===== src/rtl/core/ptc_pkg.sv =====
package ptc_pkg;

  localparam int unsigned BYTE_W   = 8;
  localparam int unsigned POS_W    = 16;
  localparam int unsigned NIB_W    = 4;
  localparam int unsigned CFG_IDX_W = 1;

  localparam logic [CFG_IDX_W-1:0] CFG_REST_CODE = 1'd0;
  localparam logic [CFG_IDX_W-1:0] CFG_ALARM_THR = 1'd1;

  localparam logic [BYTE_W-1:0] REST_CODE_RST = 8'd127;
  localparam logic [BYTE_W-1:0] ALARM_THR_RST = 8'd20;
  localparam logic [BYTE_W-1:0] BAD_COUNT_MAX = 8'd255;
  localparam logic [BYTE_W-1:0] SPEED_STEP    = 8'd10;

  localparam int unsigned MODE_AZ_TRACK = 0;
  localparam int unsigned MODE_EL_TRACK = 1;
  localparam int unsigned MODE_AZ_PLUS  = 2;
  localparam int unsigned MODE_AZ_MINUS = 3;
  localparam int unsigned MODE_EL_PLUS  = 4;
  localparam int unsigned MODE_EL_MINUS = 5;
  localparam int unsigned MODE_ROT_PLUS = 6;
  localparam int unsigned MODE_ROT_MINUS = 7;

  localparam int unsigned SPH_AZ_TRACK_EN = 5;
  localparam int unsigned SPH_EL_TRACK_EN = 6;

  typedef struct packed {
    logic fresh;
    logic crc_alarm;
    logic check_fault;
    logic count_fault;
  } frm_status_t;

endpackage


===== src/rtl/core/ptc_frame_check.sv =====
module ptc_frame_check (
  input  logic                      clk,
  input  logic                      rst_n,
  input  logic                      update,
  input  logic [ptc_pkg::BYTE_W-1:0] alarm_thr,
  input  logic [ptc_pkg::BYTE_W-1:0] sequence_req,
  input  logic [ptc_pkg::BYTE_W-1:0] mode_bits,
  input  logic [ptc_pkg::POS_W-1:0]  az_target,
  input  logic [ptc_pkg::POS_W-1:0]  el_target,
  input  logic [ptc_pkg::BYTE_W-1:0] speed_low,
  input  logic [ptc_pkg::BYTE_W-1:0] speed_high,
  input  logic [ptc_pkg::BYTE_W-1:0] frame_check,
  output ptc_pkg::frm_status_t       status
);
  import ptc_pkg::*;

  logic [BYTE_W-1:0] last_seq_r, last_seq_nxt;
  logic [BYTE_W-1:0] bad_cnt_r, bad_cnt_nxt;
  logic              crc_alarm_r, crc_alarm_nxt;
  logic              check_flag_r, check_flag_nxt;
  logic              count_flag_r, count_flag_nxt;
  logic              fresh;
  logic              good;
  logic              over;
  logic [BYTE_W-1:0] sum;

  always_comb begin
    fresh = sequence_req != last_seq_r;
    sum = (sequence_req - 8'd1) ^ mode_bits ^ az_target[7:0] ^ az_target[15:8]
        ^ el_target[7:0] ^ el_target[15:8] ^ speed_low ^ speed_high;
    good = sum == frame_check;
    last_seq_nxt   = last_seq_r;
    bad_cnt_nxt    = bad_cnt_r;
    crc_alarm_nxt  = crc_alarm_r;
    check_flag_nxt = check_flag_r;
    count_flag_nxt = count_flag_r;
    over = 1'b0;
    if (fresh) begin
      last_seq_nxt = sequence_req;
      if (good) begin
        bad_cnt_nxt    = '0;
        check_flag_nxt = 1'b0;
        count_flag_nxt = 1'b0;
      end else begin
        check_flag_nxt = 1'b1;
        if (bad_cnt_r != BAD_COUNT_MAX) begin
          bad_cnt_nxt = bad_cnt_r + 8'd1;
        end
      end
      over = bad_cnt_nxt > alarm_thr;
      crc_alarm_nxt = over;
      if (over) begin
        count_flag_nxt = 1'b1;
      end
    end
    status.fresh       = fresh;
    status.crc_alarm   = crc_alarm_nxt;
    status.check_fault = check_flag_nxt;
    status.count_fault = count_flag_nxt;
  end

  always_ff @(posedge clk) begin
    if (!rst_n) begin
      last_seq_r   <= '0;
      bad_cnt_r    <= '0;
      crc_alarm_r  <= 1'b0;
      check_flag_r <= 1'b0;
      count_flag_r <= 1'b0;
    end else if (update) begin
      last_seq_r   <= last_seq_nxt;
      bad_cnt_r    <= bad_cnt_nxt;
      crc_alarm_r  <= crc_alarm_nxt;
      check_flag_r <= check_flag_nxt;
      count_flag_r <= count_flag_nxt;
    end
  end

endmodule


===== src/rtl/core/ptc_axis_speed.sv =====
module ptc_axis_speed (
  input  logic                       track_mode,
  input  logic                       track_en,
  input  logic                       fault,
  input  logic [ptc_pkg::POS_W-1:0]  target,
  input  logic [ptc_pkg::POS_W-1:0]  position,
  input  logic                       plus,
  input  logic                       minus,
  input  logic [ptc_pkg::NIB_W-1:0]  nib,
  input  logic [ptc_pkg::BYTE_W-1:0] rest_code,
  output logic [ptc_pkg::BYTE_W-1:0] speed
);
  import ptc_pkg::*;

  logic [BYTE_W-1:0]       lim;
  logic [POS_W-1:0]        diff;
  logic signed [POS_W:0]   err;
  logic signed [POS_W:0]   lim_s;
  logic [BYTE_W-1:0]       err_lo;

  always_comb begin
    lim   = SPEED_STEP * {{(BYTE_W-NIB_W){1'b0}}, nib};
    diff  = target - position;
    err   = $signed({diff[POS_W-1], diff});
    lim_s = $signed({{(POS_W+1-BYTE_W){1'b0}}, lim});
    if (err > lim_s) begin
      err_lo = lim;
    end else if (err < -lim_s) begin
      err_lo = -lim;
    end else begin
      err_lo = err[BYTE_W-1:0];
    end
    if (track_mode) begin
      if (!track_en || fault) begin
        speed = rest_code;
      end else begin
        speed = rest_code + err_lo;
      end
    end else if (plus) begin
      speed = rest_code + lim;
    end else if (minus) begin
      speed = rest_code - lim;
    end else begin
      speed = rest_code;
    end
  end

endmodule


===== src/rtl/core/pan_tilt_command_frame_handler.sv =====
// Channel | Ports                                   | Direction
// in      | in_valid, in_stall, in_<field>          | request in, stall out
// out     | out_valid, out_stall, out_<field>       | result out, stall in
// cfg     | cfg_we, cfg_index, cfg_wdata            | write only
//
// One request per cycle while out_stall is low; a moving request sets out_valid.
// The input register feeds the checksum/state update and the three axis units,
// which load the result register; frame state updates as a request moves on.
// Synchronous active-low reset clears state, valids and config to defaults.
// A stalled result holds; in_stall rises only while both registers hold requests
// and the result is stalled.
module pan_tilt_command_frame_handler (
  input  logic                       clk,
  input  logic                       rst_n,
  input  logic                       cfg_we,
  input  logic [ptc_pkg::CFG_IDX_W-1:0] cfg_index,
  input  logic [ptc_pkg::BYTE_W-1:0] cfg_wdata,
  input  logic                       in_valid,
  output logic                       in_stall,
  input  logic [ptc_pkg::BYTE_W-1:0] in_sequence_req,
  input  logic [ptc_pkg::BYTE_W-1:0] in_mode_bits,
  input  logic [ptc_pkg::POS_W-1:0]  in_az_target,
  input  logic [ptc_pkg::POS_W-1:0]  in_el_target,
  input  logic [ptc_pkg::BYTE_W-1:0] in_speed_low,
  input  logic [ptc_pkg::BYTE_W-1:0] in_speed_high,
  input  logic [ptc_pkg::BYTE_W-1:0] in_frame_check,
  input  logic [ptc_pkg::POS_W-1:0]  in_az_position,
  input  logic [ptc_pkg::POS_W-1:0]  in_el_position,
  input  logic                       in_az_sensor_fault,
  input  logic                       in_el_sensor_fault,
  input  logic                       in_timeout_stop,
  output logic                       out_valid,
  input  logic                       out_stall,
  output logic [ptc_pkg::BYTE_W-1:0] out_az_speed,
  output logic [ptc_pkg::BYTE_W-1:0] out_el_speed,
  output logic [ptc_pkg::BYTE_W-1:0] out_rot_speed,
  output logic                       out_new_frame,
  output logic                       out_check_fault,
  output logic                       out_count_fault,
  output logic                       out_stopped
);
  import ptc_pkg::*;

  logic [BYTE_W-1:0] rest_code_r;
  logic [BYTE_W-1:0] alarm_thr_r;

  logic              in_vld_r;
  logic [BYTE_W-1:0] seq_r, mode_r, spl_r, sph_r, chk_r;
  logic [POS_W-1:0]  azt_r, elt_r, azp_r, elp_r;
  logic              azf_r, elf_r, tstop_r;

  logic              out_vld_r;
  logic [BYTE_W-1:0] az_r, el_r, rot_r;
  logic              new_r, chkf_r, cntf_r, stop_r;

  logic              advance;
  logic              move;
  logic              take;
  logic              stop;
  frm_status_t       status;
  logic [BYTE_W-1:0] az_spd, el_spd, rot_spd;

  assign advance  = !out_vld_r || !out_stall;
  assign move     = in_vld_r && advance;
  assign in_stall = in_vld_r && !advance;
  assign take     = in_valid && !in_stall;

  always_ff @(posedge clk) begin
    if (!rst_n) begin
      rest_code_r <= REST_CODE_RST;
      alarm_thr_r <= ALARM_THR_RST;
    end else if (cfg_we) begin
      unique case (cfg_index)
        CFG_REST_CODE: rest_code_r <= cfg_wdata;
        CFG_ALARM_THR: alarm_thr_r <= cfg_wdata;
        default: ;
      endcase
    end
  end

  always_ff @(posedge clk) begin
    if (!rst_n) begin
      in_vld_r <= 1'b0;
    end else if (take) begin
      in_vld_r <= 1'b1;
    end else if (move) begin
      in_vld_r <= 1'b0;
    end
  end

  always_ff @(posedge clk) begin
    if (take) begin
      seq_r   <= in_sequence_req;
      mode_r  <= in_mode_bits;
      azt_r   <= in_az_target;
      elt_r   <= in_el_target;
      spl_r   <= in_speed_low;
      sph_r   <= in_speed_high;
      chk_r   <= in_frame_check;
      azp_r   <= in_az_position;
      elp_r   <= in_el_position;
      azf_r   <= in_az_sensor_fault;
      elf_r   <= in_el_sensor_fault;
      tstop_r <= in_timeout_stop;
    end
  end

  ptc_frame_check u_check (
    .clk          (clk),
    .rst_n        (rst_n),
    .update       (move),
    .alarm_thr    (alarm_thr_r),
    .sequence_req (seq_r),
    .mode_bits    (mode_r),
    .az_target    (azt_r),
    .el_target    (elt_r),
    .speed_low    (spl_r),
    .speed_high   (sph_r),
    .frame_check  (chk_r),
    .status       (status)
  );

  ptc_axis_speed u_az (
    .track_mode (mode_r[MODE_AZ_TRACK]),
    .track_en   (sph_r[SPH_AZ_TRACK_EN]),
    .fault      (azf_r),
    .target     (azt_r),
    .position   (azp_r),
    .plus       (mode_r[MODE_AZ_PLUS]),
    .minus      (mode_r[MODE_AZ_MINUS]),
    .nib        (spl_r[NIB_W-1:0]),
    .rest_code  (rest_code_r),
    .speed      (az_spd)
  );

  ptc_axis_speed u_el (
    .track_mode (mode_r[MODE_EL_TRACK]),
    .track_en   (sph_r[SPH_EL_TRACK_EN]),
    .fault      (elf_r),
    .target     (elt_r),
    .position   (elp_r),
    .plus       (mode_r[MODE_EL_PLUS]),
    .minus      (mode_r[MODE_EL_MINUS]),
    .nib        (spl_r[BYTE_W-1:NIB_W]),
    .rest_code  (rest_code_r),
    .speed      (el_spd)
  );

  ptc_axis_speed u_rot (
    .track_mode (1'b0),
    .track_en   (1'b0),
    .fault      (1'b0),
    .target     ('0),
    .position   ('0),
    .plus       (mode_r[MODE_ROT_PLUS]),
    .minus      (mode_r[MODE_ROT_MINUS]),
    .nib        (sph_r[NIB_W-1:0]),
    .rest_code  (rest_code_r),
    .speed      (rot_spd)
  );

  assign stop = status.crc_alarm || tstop_r;

  always_ff @(posedge clk) begin
    if (!rst_n) begin
      out_vld_r <= 1'b0;
    end else if (advance) begin
      out_vld_r <= in_vld_r;
    end
  end

  always_ff @(posedge clk) begin
    if (move) begin
      az_r   <= stop ? rest_code_r : az_spd;
      el_r   <= stop ? rest_code_r : el_spd;
      rot_r  <= stop ? rest_code_r : rot_spd;
      new_r  <= status.fresh;
      chkf_r <= status.check_fault;
      cntf_r <= status.count_fault;
      stop_r <= stop;
    end
  end

  assign out_valid       = out_vld_r;
  assign out_az_speed    = az_r;
  assign out_el_speed    = el_r;
  assign out_rot_speed   = rot_r;
  assign out_new_frame   = new_r;
  assign out_check_fault = chkf_r;
  assign out_count_fault = cntf_r;
  assign out_stopped     = stop_r;

  a_count_needs_check: assert property (@(posedge clk) disable iff (!rst_n)
    out_valid && out_count_fault |-> out_check_fault)
    else $error("count fault without check fault");

  a_stop_zero: assert property (@(posedge clk) disable iff (!rst_n)
    out_valid && out_stopped |-> out_az_speed == rest_code_r
      && out_el_speed == rest_code_r && out_rot_speed == rest_code_r)
    else $error("stopped result with nonzero speed");

  a_no_stall_empty: assert property (@(posedge clk) disable iff (!rst_n)
    !out_vld_r |-> !in_stall)
    else $error("input stalled while result register empty");

  a_move_fills: assert property (@(posedge clk) disable iff (!rst_n)
    move |=> out_vld_r)
    else $error("request moved but no result");

endmodule


===== config.mk =====
export PLATFORM = sky130hd
export DESIGN_NAME = pan_tilt_command_frame_handler
export DESIGN_NICKNAME = d
export VERILOG_FILES = /design/src/rtl/core/ptc_pkg.sv /design/src/rtl/core/ptc_frame_check.sv /design/src/rtl/core/ptc_axis_speed.sv /design/src/rtl/core/pan_tilt_command_frame_handler.sv
export SDC_FILE = /design/constraint.sdc
export NUM_CORES = 1
export LEC_CHECK = 0
export BUFFER_PORTS_ARGS = -buffer_cell sky130_fd_sc_hd__buf_2
export CAP_MARGIN = 20
export CORE_MARGIN = 3
export CORE_UTILIZATION = 55
export CTS_CLUSTER_DIAMETER = 200
export DETAILED_ROUTE_END_ITERATION = 12
export HOLD_SLACK_MARGIN = 0.02
export PLACE_DENSITY = 0.76
export SLEW_MARGIN = 5
export SYNTH_ARGS = -nofsm -noshare
export SYNTH_HDL_FRONTEND = slang
export SYNTH_SLANG_ARGS = --single-unit

===== constraint.sdc =====
create_clock -name clk -period 6.95 [get_ports clk]
set_input_delay 0.695 -clock clk [delete_from_list [all_inputs] [get_ports clk]]
set_output_delay 0.695 -clock clk [all_outputs]
set_load 0.05 [all_outputs]

==> key figures <==
Worst setup path
  • CP max-delay cell: edfxtp_1
  • Crit path from: spl_r[5]$_DFFE_PP_
  • Worst reg-to-reg setup slack: 0.37 ns
  • CP Capture Type: flip-flop
  • Req. time, crit path: 7.14 ns
  • R2R Path Start: spl_r[5]$_DFFE_PP_
  • Critical path endpoint: out_el_speed[7]$_DFFE_PP_
  • R2R depth: 30
  • Critical-path maximum fanout: 12
  • Worst R2R End: out_el_speed[7]$_DFFE_PP_
  • Cell mode on critical path: ha_1
  • Max incr delay on CP: 0.50 ns
  • Crit Path Category: reg -> reg
  • Critical Path Start Type: flip-flop
  • Crit path DAT: 6.76 ns

STA
  • Relative slew margins: 33.0%
  • Final Max Tran Viols: 0
  • Worst-margin pin slew: 1.00 ns
  • Hold Violations, Final: 0
  • Final period utilization: 94.6%
  • Final min period: 6.58 ns
  • Fmax: 152 MHz
  • Fin Hold WS: 0.407 ns
  • Final number of setup-violating endpoints: 0
  • Worst Skew: 0.0174 ns

Placement
  • Port Buffers: 150
  • Post-DP HPWL: 23,400 µm
  • Routability Congestion: 0.898

Clock network
  • H-tree depth: 4
  • TritonCTS Buffers: 17
  • Clk slew on worst S/H paths: 0.09 ns
  • Worst skew pair latency: 0.46 ns
  • CTS tree: yes
  • # hold bufs at CTS: 0
  • Clk sinks: 172
  • CTS max path bufs: 2
  • Root buffer cell: clkbuf_16

Detailed routing
  • Vias: 9,900
  • First-pass iteration count of the detailed router: 5
  • Drt total wl: 30,400 µm
  • # DRC: 0
  • Mean routed wirelength per cell: 17.5 µm
  • Post-route ant nets: 0
  • Initial DRC count: 728
  • Via density: 5.69

Die
  • Die Ht: 158 µm
  • Die Wd: 158 µm
  • Core area: 22,700 µm²
  • Io pins: 151
  • # rows: 55
  • Initial Utilization: 56.1%
  • Die area: 25,000 µm²

Layout
  • P&R area growth vs syn: 14.1%
  • Share of cells above drive strength 1: 16.4%
  • Diode count: 0
  • Layout Nets: 1,729

GRT
  • Total GRT Usage: 24.4%
  • Largest net degree at the start of global routing: 61
  • Initial antenna violation count: 0
  • Overflow after GRT: 0
  • Vias in the first global route: 9,479
  • First-pass GRT wire length: 48,000 µm

Logic synthesis
  • Leading area contributor after synthesis: edfxtp_1
  • Syn Area/Cell: 9.92 µm²
  • Number of flops mapped to enable cells by yosys: 135
  • Netlist cell types: 79
  • Seq/Total Area, Yosys: 37.7%
  • Cells after synthesis: 1,283
  • Yosys top cell area share: 31.8%
  • Most common flop cell mapped by yosys: edfxtp_1
  • Synth Register Bits: 172
  • Synth area leaders: edfxtp_1 (32%), ha_1 (15%), xnor2_1 (7.2%)
  • Netlist Area Pre-Place: 12,700 µm²
  • Async set-reset flop share out of synthesis: 0%
  • Syn nets: 1,570
  • Synth warn: 0

Run status
  • Status: completed

Pwr
  • Peak supply drop: 196 µV
  • Lkg Pwr: 6.29 nW
  • Total power: 3.40 mW
  • PD cells: 234 nW/µm²

Hold path
  • HP Class: in -> reg

Run
  • Max-cap violations: 0
## layout make-up
type | instances | area, µm²
clock buffers | 17 | 425
well taps | 285 | 357
clock inverters | 15 | 194
fillers | 1860 | 8180
flip-flops and latches | 172 | 4790
inverters | 105 | 394
repair buffers | 168 | 886
multi-input cells | 978 | 7480
## cell usage after synthesis, types with 3 or more instances
library cell / instances
a211o_1: 3
o21bai_1: 16
mux2_2: 6
o21a_1: 13
nor2_1: 89
buf_1: 3
or2_2: 3
and2_1: 5
nor2b_1: 43
xnor2_1: 105
inv_1: 102
a21o_1: 23
clkbuf_1: 20
inv_2: 3
mux2i_1: 23
nand4_1: 11
o211ai_1: 14
nand3_1: 25
and3_1: 5
o22ai_1: 15
nor3_1: 26
o22a_1: 5
dfxtp_1: 37
nor3b_1: 8
nor4_1: 8
xor2_1: 45
a211oi_1: 12
nand2_1: 83
ha_1: 153
edfxtp_1: 135
a31oi_1: 8
a22oi_1: 9
fa_1: 13
a21boi_0: 9
or3_1: 6
nand2b_1: 11
a21oi_1: 90
o21ai_0: 47
## worst min-delay path by stage
| stage | start | end | slack [ns] | cells past startpoint |
|---|---|---|---|---|
| floorplan | alarm_thr_r[1]$_SDFFE_PN0P_ | alarm_thr_r[1]$_SDFFE_PN0P_ | 0.44 | 2 |
| finish | in_mode_bits[2] | mode_r[2]$_DFFE_PP_ | 0.41 | 1 |
| global route | in_mode_bits[2] | mode_r[2]$_DFFE_PP_ | 0.39 | 1 |
| detailed placement | alarm_thr_r[3]$_SDFFE_PN0P_ | alarm_thr_r[3]$_SDFFE_PN0P_ | 0.46 | 2 |
| global placement | alarm_thr_r[3]$_SDFFE_PN0P_ | alarm_thr_r[3]$_SDFFE_PN0P_ | 0.46 | 2 |
| CTS | in_mode_bits[2] | mode_r[2]$_DFFE_PP_ | 0.40 | 1 |
## metrics by stage
stage / area [µm²] / std cells / TNS (ns) / worst slack, ns / utilization, %
global route: 14500 / 1740 / -0.112 / -0.112 / 64.0
global placement: 13800 / 1702 / 0 / 0.442 / 60.9
finish: 14500 / 1740 / 0 / 0.375 / 64.0
floorplan: 12700 / 1283 / 0 / 0.538 / -
CTS: 14500 / 1734 / 0 / 0.101 / 63.6
detailed placement: 13800 / 1702 / 0 / 0.256 / 60.9
## layout by cell type, fill, tap and decap left out, types with 25 or more instances in the layout
cell type,count
nor3_1,26
xnor2_1,105
nand3_1,25
dfxtp_1,37
edfxtp_1,135
ha_1,153
o21ai_0,46
a21oi_1,87
nor2_1,89
xor2_1,45
inv_1,102
nand2_1,83
nor2b_1,42
buf_2,150
## timing repair
item / 4_1_cts / 5_1_grt
setup buffers: 0 / 6
gates resized for setup: 0 / 8
setup endpoints to repair: 0 / 2
## where the power goes
| group | internal, mW | total [mW] | switching, mW | leakage [nW] |
|---|---|---|---|---|
| Sequential | 1.18 | 1.24 | 0.0621 | 1.59 |
| Clock | 0.521 | 1.00 | 0.484 | 0.299 |
| Combinational | 0.505 | 1.15 | 0.647 | 4.40 |
| Total | 2.20 | 3.40 | 1.19 | 6.29 |
## logic make-up after synthesis
logic type | count (synthesis) | synth area share [%]
AO/OA/AOI/OAI | 297 | 15.3
XOR/XNOR | 151 | 10.5
adder cells (fa/ha/maj) | 166 | 17.1
buffers and inverters | 133 | 4.09
flip-flops | 172 | 37.7
multiplexers | 29 | 2.34
AND/OR/NAND/NOR | 335 | 13.0
## worst max-delay path: cells and delay by family, from the launching register on
kind	cells	cell delay, ns
compound gates	14	2.59
fa+ha+maj	6	1.84
flops	1	0.50
buf+inv	4	0.44
simple gates	3	0.36
xor+xnor	2	0.36
mux	1	0.20
## flip-flops by register name (all words and copies together), names as in the netlist, 16 cells and up
name   count
azp_r     16
azt_r     16
elp_r     16
elt_r     16
## per-layer routing
metal  global-route usage (%)  wire, µm  vias to the layer above
met4                     8.93       916                        0
met3                     4.29      1960                       55
met1                     33.8     13800                     4588
met2                     38.5     13800                      331
met5                        0         0                        -
li1                         -         -                     4926
Note: power is estimated with default switching activity, not from simulation.
